**src/rtl/vilr_pkg.sv**
```systemverilog
// Shared types and codes for the virtual interrupt list register injector.
// No dependencies; imported by vilr_lr_mem, virtual_irq_list_register_injector and the testbench.
`default_nettype none

package vilr_pkg;

    localparam int ADDR_W = 6;
    localparam int WORD_W = 32;

    typedef enum logic [1:0] {
        OP_INJECT  = 2'd0,
        OP_QUERY   = 2'd1,
        OP_RELEASE = 2'd2
    } t_op;

    typedef enum logic [1:0] {
        ST_DONE = 2'd0,
        ST_BUSY = 2'd1,
        ST_FULL = 2'd2
    } t_status;

    // one read and one write port request toward the list register memory
    typedef struct packed {
        logic              we;
        logic [ADDR_W-1:0] waddr;
        logic [WORD_W-1:0] wdata;
        logic              re;
        logic [ADDR_W-1:0] raddr;
    } t_mem_req;

endpackage

`default_nettype wire

```
**src/rtl/virtual_irq_list_register_injector.sv**
```systemverilog
// Top level of the virtual interrupt list register injector: sequencer,
// empty-slot map and result register. Depends on vilr_pkg and vilr_lr_mem.
//
// Usage:
//   Input channel (i_in_valid / o_in_stall) carries one request word: an op
//   (inject, query pending, release slot) with its interrupt fields. Output
//   channel (o_out_valid / i_out_stall) returns exactly one result word per
//   request. i_cfg_we / i_cfg_wdata write the index of the highest list
//   register in use; write it only while no request is in flight.
// Sequence:
//   Inject and query walk slots 0..n-1, n = min(last_slot_index+1, NUM_SLOTS),
//   one memory read per cycle; the last word read is checked before the scan
//   ends. S_DONE then loads the result register once the output is free, and
//   the next request is taken back in S_IDLE. Release and the unused op skip
//   the scan and go straight from S_IDLE to S_DONE. One request is worked at
//   a time, so an inject write lands before any later read.
// Reset: synchronous, active low. All slots become empty, the register
//   returns to 3 and no result is pending.
// Stall: a finished result holds in the output register while i_out_stall is
//   high; the sequencer waits in its final state and takes no new request.
`default_nettype none

module virtual_irq_list_register_injector #(
    parameter int NUM_SLOTS = 4
) (
    input  wire logic       i_clk,
    input  wire logic       i_rst_n,
    // configuration
    input  wire logic       i_cfg_we,
    input  wire logic [5:0] i_cfg_wdata,
    // request channel
    input  wire logic       i_in_valid,
    output logic            o_in_stall,
    input  wire logic [1:0] i_op,
    input  wire logic [9:0] i_virq,
    input  wire logic       i_group_one,
    input  wire logic [7:0] i_priority_req,
    input  wire logic       i_hw_backed,
    input  wire logic [9:0] i_phys_id,
    input  wire logic [2:0] i_src_cpu,
    input  wire logic [5:0] i_slot,
    // result channel
    output logic            o_out_valid,
    input  wire logic       i_out_stall,
    output logic [1:0]      o_status,
    output logic [5:0]      o_used_slot,
    output logic [31:0]     o_lr_word,
    output logic            o_is_pending
);
    import vilr_pkg::*;

    localparam int IW = (NUM_SLOTS > 1) ? $clog2(NUM_SLOTS) : 1;
    localparam int CW = $clog2(NUM_SLOTS + 1);
    localparam logic [6:0] NS7 = 7'(NUM_SLOTS);

    typedef enum logic [2:0] {
        S_IDLE = 3'b001,
        S_SCAN = 3'b010,
        S_DONE = 3'b100
    } t_state;

    // assemble a pending list register word
    function automatic logic [WORD_W-1:0] build_word(
        input logic [9:0] virq,
        input logic       grp,
        input logic [7:0] prio,
        input logic       hw,
        input logic [9:0] pid,
        input logic [2:0] cpu
    );
        logic [WORD_W-1:0] w;
        w        = '0;
        w[9:0]   = virq;
        w[27:24] = prio[7:4];
        w[28]    = 1'b1;
        w[30]    = grp;
        if (hw) begin
            w[31]    = 1'b1;
            w[19:10] = pid;
        end else if (virq < 10'd16) begin
            w[12:10] = cpu;
        end
        return w;
    endfunction

    // control state
    t_state             r_state, n_state;
    logic [5:0]         r_last_slot;
    logic [NUM_SLOTS-1:0] r_empty, n_empty;
    logic [CW-1:0]      r_issue, n_issue;
    logic               r_chk, n_chk;
    logic [IW-1:0]      r_chk_idx, n_chk_idx;
    logic               r_busy_f, n_busy_f;
    logic               r_free_f, n_free_f;
    logic               r_match_f, n_match_f;
    logic               r_out_valid, n_out_valid;

    // request and scan payload
    logic [1:0]         r_op;
    logic [9:0]         r_virq;
    logic               r_grp;
    logic [7:0]         r_prio;
    logic               r_hw;
    logic [9:0]         r_pid;
    logic [2:0]         r_cpu;
    logic [5:0]         r_slot;
    logic [IW-1:0]      r_busy_idx, n_busy_idx;
    logic [IW-1:0]      r_free_idx, n_free_idx;
    logic [IW-1:0]      r_match_idx, n_match_idx;
    logic               r_match_pend, n_match_pend;

    // result register
    logic [1:0]         r_status, n_status;
    logic [5:0]         r_used, n_used;
    logic [WORD_W-1:0]  r_word, n_word;
    logic               r_pend, n_pend;

    logic [6:0]         last_p1;
    logic [CW-1:0]      scan_n;
    logic               in_acc;
    logic               out_free;
    logic               load_out;
    logic [WORD_W-1:0]  mem_q;
    logic [WORD_W-1:0]  chk_word;
    logic [WORD_W-1:0]  new_word;
    logic               rel_ok;
    t_mem_req           mem_req;

    // number of slots that exist and are in use
    assign last_p1 = {1'b0, r_last_slot} + 7'd1;
    assign scan_n  = (last_p1 > NS7) ? CW'(NUM_SLOTS) : CW'(last_p1);

    assign o_in_stall = (r_state != S_IDLE);
    assign in_acc     = i_in_valid && !o_in_stall;
    assign out_free   = !r_out_valid || !i_out_stall;
    assign load_out   = (r_state == S_DONE) && out_free;

    // an empty slot reads as the zero word
    assign chk_word = r_empty[r_chk_idx] ? '0 : mem_q;
    assign new_word = build_word(r_virq, r_grp, r_prio, r_hw, r_pid, r_cpu);
    assign rel_ok   = ({1'b0, r_slot} < NS7);

    vilr_lr_mem #(
        .NUM_SLOTS(NUM_SLOTS)
    ) u_lr_mem (
        .i_clk  (i_clk),
        .i_req  (mem_req),
        .o_rdata(mem_q)
    );

    always_comb begin
        n_state      = r_state;
        n_empty      = r_empty;
        n_issue      = r_issue;
        n_chk        = 1'b0;
        n_chk_idx    = r_chk_idx;
        n_busy_f     = r_busy_f;
        n_busy_idx   = r_busy_idx;
        n_free_f     = r_free_f;
        n_free_idx   = r_free_idx;
        n_match_f    = r_match_f;
        n_match_idx  = r_match_idx;
        n_match_pend = r_match_pend;
        n_status     = r_status;
        n_used       = r_used;
        n_word       = r_word;
        n_pend       = r_pend;
        n_out_valid  = r_out_valid && i_out_stall;

        mem_req       = '0;
        mem_req.raddr = ADDR_W'(r_issue);
        mem_req.waddr = ADDR_W'(r_free_idx);
        mem_req.wdata = new_word;

        case (r_state)
            S_IDLE: begin
                if (in_acc) begin
                    n_issue   = '0;
                    n_busy_f  = 1'b0;
                    n_free_f  = 1'b0;
                    n_match_f = 1'b0;
                    if (i_op == OP_INJECT || i_op == OP_QUERY) begin
                        n_state = S_SCAN;
                    end else begin
                        n_state = S_DONE;
                    end
                end
            end
            S_SCAN: begin
                // issue one read per cycle, check the word that came back
                if (r_issue != scan_n) begin
                    mem_req.re = 1'b1;
                    n_chk      = 1'b1;
                    n_chk_idx  = r_issue[IW-1:0];
                    n_issue    = r_issue + CW'(1);
                end
                if (r_chk) begin
                    if (r_op == OP_INJECT) begin
                        if (r_empty[r_chk_idx]) begin
                            if (!r_free_f && !r_busy_f) begin
                                n_free_f   = 1'b1;
                                n_free_idx = r_chk_idx;
                            end
                        end else if (chk_word[9:0] == r_virq && !r_busy_f) begin
                            n_busy_f   = 1'b1;
                            n_busy_idx = r_chk_idx;
                        end
                    end else if (chk_word[9:0] == r_virq && !r_match_f) begin
                        n_match_f    = 1'b1;
                        n_match_idx  = r_chk_idx;
                        n_match_pend = chk_word[28];
                    end
                end
                if (r_issue == scan_n && !r_chk) begin
                    n_state = S_DONE;
                end
            end
            S_DONE: begin
                if (load_out) begin
                    n_out_valid = 1'b1;
                    n_state     = S_IDLE;
                    n_status    = ST_DONE;
                    n_used      = '0;
                    n_word      = '0;
                    n_pend      = 1'b0;
                    case (r_op)
                        OP_INJECT: begin
                            if (r_busy_f) begin
                                n_status = ST_BUSY;
                                n_used   = ADDR_W'(r_busy_idx);
                            end else if (!r_free_f) begin
                                n_status = ST_FULL;
                            end else begin
                                // write back the new word, mark the slot taken
                                mem_req.we            = 1'b1;
                                n_empty[r_free_idx]   = 1'b0;
                                n_used                = ADDR_W'(r_free_idx);
                                n_word                = new_word;
                            end
                        end
                        OP_QUERY: begin
                            if (r_match_f) begin
                                n_used = ADDR_W'(r_match_idx);
                                n_pend = r_match_pend;
                            end
                        end
                        OP_RELEASE: begin
                            // drop the slot: empty bit alone makes it read as zero
                            if (rel_ok) begin
                                n_empty[r_slot[IW-1:0]] = 1'b1;
                                n_used                  = r_slot;
                            end
                        end
                        default: begin
                        end
                    endcase
                end
            end
            default: begin
                n_state = S_IDLE;
            end
        endcase
    end

    always_ff @(posedge i_clk) begin
        if (!i_rst_n) begin
            r_state     <= S_IDLE;
            r_last_slot <= 6'd3;
            r_empty     <= '1;
            r_issue     <= '0;
            r_chk       <= 1'b0;
            r_busy_f    <= 1'b0;
            r_free_f    <= 1'b0;
            r_match_f   <= 1'b0;
            r_out_valid <= 1'b0;
        end else begin
            r_state     <= n_state;
            r_empty     <= n_empty;
            r_issue     <= n_issue;
            r_chk       <= n_chk;
            r_busy_f    <= n_busy_f;
            r_free_f    <= n_free_f;
            r_match_f   <= n_match_f;
            r_out_valid <= n_out_valid;
            if (i_cfg_we) begin
                r_last_slot <= i_cfg_wdata;
            end
        end
    end

    always_ff @(posedge i_clk) begin
        if (in_acc) begin
            r_op   <= i_op;
            r_virq <= i_virq;
            r_grp  <= i_group_one;
            r_prio <= i_priority_req;
            r_hw   <= i_hw_backed;
            r_pid  <= i_phys_id;
            r_cpu  <= i_src_cpu;
            r_slot <= i_slot;
        end
        r_chk_idx    <= n_chk_idx;
        r_busy_idx   <= n_busy_idx;
        r_free_idx   <= n_free_idx;
        r_match_idx  <= n_match_idx;
        r_match_pend <= n_match_pend;
        r_status     <= n_status;
        r_used       <= n_used;
        r_word       <= n_word;
        r_pend       <= n_pend;
    end

    assign o_out_valid  = r_out_valid;
    assign o_status     = r_status;
    assign o_used_slot  = r_used;
    assign o_lr_word    = r_word;
    assign o_is_pending = r_pend;

    // scan pointer never runs past the slots in use
    a_issue_bound: assert property (@(posedge i_clk) disable iff (!i_rst_n)
        r_state == S_SCAN |-> r_issue <= scan_n)
        else $error("scan pointer past slot count");

    // memory written only by a successful inject at the end of its scan
    a_write_ctx: assert property (@(posedge i_clk) disable iff (!i_rst_n)
        mem_req.we |-> (r_state == S_DONE && r_op == OP_INJECT && r_free_f && !r_busy_f))
        else $error("list register write outside inject completion");

    // a checked read word always follows a read issued during the scan
    a_chk_src: assert property (@(posedge i_clk) disable iff (!i_rst_n)
        r_chk |-> $past(r_state) == S_SCAN)
        else $error("read data checked without a scan read");

    // a result is loaded only while the output register can take it
    a_load_free: assert property (@(posedge i_clk) disable iff (!i_rst_n)
        (r_out_valid && i_out_stall) |=> (r_status == $past(r_status)
            && r_word == $past(r_word) && r_used == $past(r_used)))
        else $error("pending result overwritten");

endmodule

`default_nettype wire

```
**src/rtl/vilr_lr_mem.sv**
```systemverilog
// List register storage: one write port, one read port, registered read data.
// Depends on vilr_pkg for the request struct and word width.
`default_nettype none

module vilr_lr_mem #(
    parameter int NUM_SLOTS = 4
) (
    input  wire logic                  i_clk,
    input  wire vilr_pkg::t_mem_req    i_req,
    output logic [vilr_pkg::WORD_W-1:0] o_rdata
);
    import vilr_pkg::*;

    localparam int IW = (NUM_SLOTS > 1) ? $clog2(NUM_SLOTS) : 1;

    logic [WORD_W-1:0] r_mem [NUM_SLOTS];
    logic [WORD_W-1:0] r_rdata;

    always_ff @(posedge i_clk) begin
        if (i_req.we) begin
            r_mem[i_req.waddr[IW-1:0]] <= i_req.wdata;
        end
    end

    always_ff @(posedge i_clk) begin
        if (i_req.re) begin
            r_rdata <= r_mem[i_req.raddr[IW-1:0]];
        end
    end

    assign o_rdata = r_rdata;

endmodule

`default_nettype wire

```
**config.mk**
```make
export PLATFORM = sky130hd
export DESIGN_NAME = virtual_irq_list_register_injector
export DESIGN_NICKNAME = d
export VERILOG_FILES = /design/src/rtl/vilr_pkg.sv /design/src/rtl/virtual_irq_list_register_injector.sv /design/src/rtl/vilr_lr_mem.sv
export SDC_FILE = /design/constraint.sdc
export NUM_CORES = 1
export LEC_CHECK = 0
export ABC_AREA = 0
export BUFFER_PORTS_ARGS = -buffer_cell sky130_fd_sc_hd__buf_2
export CAP_MARGIN = 20
export CORE_MARGIN = 2
export CORE_UTILIZATION = 56
export CTS_BUF_LIST = sky130_fd_sc_hd__clkbuf_16
export DETAILED_ROUTE_END_ITERATION = 8
export HOLD_SLACK_MARGIN = 0.05
export PLACE_DENSITY_LB_ADDON = 0.08
export SLEW_MARGIN = 40
export SYNTH_ARGS = -nofsm -noshare
export SYNTH_HDL_FRONTEND = slang
export SYNTH_HIERARCHICAL = 1
export SYNTH_SLANG_ARGS = --single-unit
```
**constraint.sdc**
```tcl
create_clock -name i_clk -period 7.9 [get_ports i_clk]
set_clock_uncertainty 0.2 [all_clocks]
set_input_delay 0.79 -clock i_clk [delete_from_list [all_inputs] [get_ports i_clk]]
set_output_delay 0.79 -clock i_clk [all_outputs]
set_load 0.05 [all_outputs]
```
* After elaboration in Yosys (flattened, before gate mapping)
Memory sizes are Yosys's and may differ from the RTL's. A register that Yosys moved wholly into a read port is not among the register bits.
Cells that the tools add are included.
Widths: inputs -> output; s select.
** Operators by class
- Add/sub/neg operators :: 2
- $mul :: 0
- Div/mod/pow operators :: 0
- Magnitude comparators :: 8
- Equal/unequal tests :: 25
- Shift-type cells :: 0
- Multiplexer cells :: 58
- Bitwise operators :: 6
- Reductions and logical operators :: 36
** Operators by type and width (count)
- $ne 2x2->1 const B :: 15
- $mux 29 :: 1
- $mux 1 :: 28
- $mux 3 :: 9
- $pmux 6 s3 :: 1
- $reduce_and 6->1 :: 3
- $reduce_and 5->1 :: 3
- $mux 4 :: 3
- $eq 10x10->1 :: 1
- $lt 10x5->1 const B :: 1
- $mux 10 :: 1
- $logic_and 1x1->1 :: 9
- $lt 2x3->1 const B :: 3
- $pmux 3 s3 :: 1
- $mux 2 :: 4
- $pmux 4 s2 :: 1
- $add 6x1->7 const B :: 1
- $gt 7x3->1 const B :: 1
- $logic_not 1->1 :: 7
- $mux 7 :: 1
- $lt 6x3->1 const B :: 1
- $mux 6 :: 1
- $pmux 1 s2 :: 3
- $pmux 3 s2 :: 1
- other kinds (24) :: 35
** Storage, ports and cells
- Register bits after elaboration :: 141
- Latch bits :: 0
- Memory bits (writable) :: 104
- Bits in read-only memories :: 0
- Input bits :: 52
- Output and inout bits :: 43
- Word-level logic and storage cells :: 165
- Memories kept :: 1
** Memories
- u_lr_mem.r_mem :: words 4, width 26, read ports 1, clocked after Yosys merged registers in 1, wr ports 1, RTL line vilr_lr_mem.sv:16 : logic [WORD_W-1:0] r_mem [NUM_SLOTS];

* Depth between registers and ports, before layout
- Word-level depth :: 10
- Gate-level depth with buffers :: 8
- Gate-level depth less buffers :: 7

* Modules after synthesis
The synthesis kept the hierarchy.
** Modules (own cells, without submodules)
- vilr_lr_mem :: times used 1, cells each 203, area each 5650.4 um^2
- virtual_irq_list_register_injector :: times used 1, cells each 309, area each 4222.8 um^2

* Worst setup path before layout
OpenSTA, ideal clock, no wires.
- Kind :: reg2reg
- Start point :: reg r_op[1]
- End point :: mem u_lr_mem/r_mem[0][0] in the netlist's numbering, enable pin
- Library setup time :: 0.468 ns
- Arrival :: 3.938 ns
- Data required time :: 7.232 ns
- Setup slack :: 3.294 ns
- Stages on the path, launching flop included :: 7
- Path buffers :: 2
- Clock period less this slack :: 4.606 ns
- Cells stage by stage :: edfxtp_1 -> nor3_1 -> and2_0 -> clkbuf_1 -> and4_1 -> buf_2 -> nor3b_1
** RTL lines
- start, declared :: RTL line virtual_irq_list_register_injector.sv:99 : logic [1:0] r_op;
- start signal, assigned :: RTL line virtual_irq_list_register_injector.sv:293 : r_op <= i_op;
- end, declared :: RTL line vilr_lr_mem.sv:16

* Worst setup path in the final report
- Start point :: reg r_chk_idx[0]
- End point :: reg r_match_pend, enable pin
** On the way
- Cells in the longest elaborated chain, start to end :: 6
** Ends and longest elaborated chain
- start, declared :: RTL line virtual_irq_list_register_injector.sv:92 : logic [IW-1:0] r_chk_idx, n_chk_idx;
- start signal, assigned :: RTL line virtual_irq_list_register_injector.sv:302 : r_chk_idx <= n_chk_idx;
- $bmux 1 s2 :: RTL line virtual_irq_list_register_injector.sv:139 : assign chk_word = r_empty[r_chk_idx] ? '0 : mem_q;
- $mux 1 (not written as such) :: RTL line virtual_irq_list_register_injector.sv:139
- $mux 10 :: RTL line virtual_irq_list_register_injector.sv:139
- $eq 10x10->1 :: RTL line virtual_irq_list_register_injector.sv:208 : end else if (chk_word[9:0] == r_virq && !r_match_f) begin
- $logic_and 1x1->1 :: RTL line virtual_irq_list_register_injector.sv:208
- $reduce_and 4->1 (no source line)
- end signal, assigned :: RTL line virtual_irq_list_register_injector.sv:306 : r_match_pend <= n_match_pend;
- end, declared :: RTL line virtual_irq_list_register_injector.sv:110 : logic r_match_pend, n_match_pend;
Every way passes these cells. The select of a mux whose other input is x is not followed.
A chain may end at the register's enable or synchronous reset.

==> run metrics <==
Lkg Pwr 2.791 nW; Worst VDD drop 0.2507 mV; Hold WS 0.2968 ns; register area 4536 um2; initial antenna violation count 0; Critical Path Start r_chk_idx[0]$_DFFE_PP_; CP endpoint kind register; vias 3,514; Routed Antenna Nets 0; critical path class register to register; Longest Clk Path Bufs 2; Worst Path Arrival 2.85 ns; Tcrit/Tclk final a little under two fifths; Avg WL per Cell 17.98 um; CP required 7.80 ns; Startpoint Class register; n_diodes 0; Worst Setup EP r_match_pend$_SDFFCE_PP0P_; clk root buf clkbuf_16; Tot GR Track Use 20.97%; CTS resizes 0; global-route wire length before repair 17,780 um; Reg clk slew, reported paths around 0.06 ns; path depth of the worst reg2reg path 5; RSZ-0062 raised after global routing no; Chip Width 109.0 um; Placement Rows 38; synth warn 6; Multi-input gate area 1528 um2; reg2reg setup slack 4.95 ns; mapped cell area 6175 um2; die area 11,880 um2; dpl cells 598; Initial Utilization 57.21%; vias per cell around 5.6; largest net degree at the start of global routing 38; I/O pin cnt 95; Final Wtd Congestion just over 0.7; initial drt markers 211; CTS Hold Bufs 0; Worst path max stage delay 0.69 ns; First-pass DRT Iterations 4; Final Non-Filler Cells 630; WL final 11,330 um; layout cells sized above 1 27.96%; max_slew headroom 48.56%; synth-to-layout area growth 19.09%; Num CTS Buffers 17; total power 1.879 mW; H-Tree Depth 4; final net count 532; pwr dens 255.5 nW/um2; DP Area slightly below 7000 um2; Slew @ Worst Pin 0.7706 ns; f_max 0.3388 GHz; clock tree from TritonCTS yes; status complete, no violations; Synth Area per Inst 16.38 um2; post-route cell area 7353 um2; Mapped Cells 377; fill count 742; Worst-Skew Late Latency roughly 0.42 ns; clk sinks approximately 160; R2R Path Start r_chk_idx[0]$_DFFE_PP_; Slowest-stage cell, CP mux4_2; crit path cell chain mux4_2, o21ai_0, nand4_1, nor4b_1, nor2b_1; maximum capacitance violations 0; Die H 109.0 um; worst-path maximum fanout 14; DRC viols 0; count of pins over their slew limit 0; worst hold path class register to register; shortest period the worst path allows 2.951 ns; postcts setup bufs 0; final setup TNS 0 ns; vias in the first global route roughly 3,500; Critical R2R Capture r_match_pend$_SDFFCE_PP0P_; grt total ovfl 0; Core Box Area 10,790 um2; HPWL after DPL 7390 um; final setup fails 0; count of buffers from port buffering 85; endpoints failing hold 0
==> where the power goes <==
part	switching [mW]	internal, mW	total, mW	leakage, nW
Sequential	0.0268	0.940	0.966	1.48
Combinational	0.0565	0.0356	0.0921	1.01
Clock	0.300	0.521	0.820	0.296
==> final cells by class <==
| class | count | area share (%) |
|---|---|---|
| Multi-Input combinational cell | 205 | 20.78 |
| Sequential cell | 158 | 61.68 |
| Tap cell | 140 | 2.382 |
| Clock inverter | 15 | 2.399 |
| Clock buffer | 17 | 5.785 |
| Inverter | 4 | 0.2042 |
| Timing Repair Buffer | 91 | 6.772 |
==> routing by layer <==
metal | up-vias | routed length, um | GRT usage [%] | share of wire [%]
met5 | - | 0 | 0 | 0
met4 | 0 | 127 | 8.150 | 1.1
met3 | 13 | 518 | 7.113 | 4.6
met2 | 101 | 5898 | 35.58 | 52
met1 | 1750 | 4784 | 24.68 | 42
li1 | 1650 | - | - | -
==> worst min-delay path by stage <==
stage                            startpoint                       to  slack (ns)  depth (start not counted)
floorplan           r_empty[3]$_SDFFE_PN1P_  r_empty[3]$_SDFFE_PN1P_        0.25                          2
global placement    r_empty[3]$_SDFFE_PN1P_  r_empty[3]$_SDFFE_PN1P_        0.27                          2
detailed placement  r_empty[3]$_SDFFE_PN1P_  r_empty[3]$_SDFFE_PN1P_        0.29                          2
CTS                 r_empty[3]$_SDFFE_PN1P_  r_empty[3]$_SDFFE_PN1P_        0.30                          2
global route                   i_phys_id[7]       r_pid[7]$_DFFE_PP_        0.32                          1
finish              r_empty[3]$_SDFFE_PN1P_  r_empty[3]$_SDFFE_PN1P_        0.30                          2
==> through the flow <==
step / util [%] / setup WS, ns
after floorplan: - / 4.543
after global placement: 62.15 / 4.910
after detailed placement: 62.56 / 4.933
after CTS: 68.13 / 4.941
after global routing: 68.13 / 4.770
final: 68.13 / 4.949
==> worst max-delay path, delay by kind of cell (launching register included) <==
kind            cells  cell delay, ns
mux                 1            0.69
compound gates      1            0.31
flops               1            0.43
simple gates        3            0.99
==> cells in the final DEF, fill, tap and decap left out, types with 2 or more instances in the layout <==
| master | count |
|---|---|
| conb_1 | 13 |
| and3b_1 | 2 |
| edfxtp_1 | 137 |
| nand2_1 | 15 |
| mux4_2 | 11 |
| nand2b_1 | 3 |
| nor3b_1 | 3 |
| mux2i_1 | 8 |
| nor4_1 | 4 |
| a21oi_1 | 2 |
| a21boi_0 | 2 |
| and3_1 | 18 |
| clkinv_2 | 5 |
| nor3_1 | 4 |
| o21a_1 | 4 |
| nor4bb_1 | 6 |
| buf_2 | 85 |
| inv_1 | 4 |
| nand4_1 | 2 |
| a22o_1 | 3 |
| nor2_1 | 18 |
| ha_1 | 3 |
| nor4b_1 | 3 |
| nor2b_1 | 8 |
| dfxtp_1 | 20 |
| xnor2_1 | 7 |
| o211ai_1 | 5 |
| a22oi_1 | 2 |
| clkbuf_16 | 17 |
| a31oi_1 | 5 |
| a32oi_1 | 2 |
| o21ai_0 | 13 |
| buf_4 | 4 |
| and2_1 | 15 |
| bufinv_16 | 4 |
| o32ai_1 | 2 |
| nand3_1 | 4 |
| clkinv_1 | 4 |
==> registers in the layout (all words and copies together) (netlist names), 3 cells and up <==
| register | count |
|---|---|
| r_cpu | 3 |
| r_state | 3 |
| r_empty | 4 |
| r_issue | 3 |
| u_lr_mem/o_rdata | 11 |
| r_last_slot | 6 |
| r_pid | 10 |
| o_lr_word | 27 |
| r_slot | 6 |
| o_used_slot | 6 |
| r_virq | 10 |
| r_prio | 4 |
| u_lr_mem/r_mem | 44 |
Power figures use the tool's default switching activity.
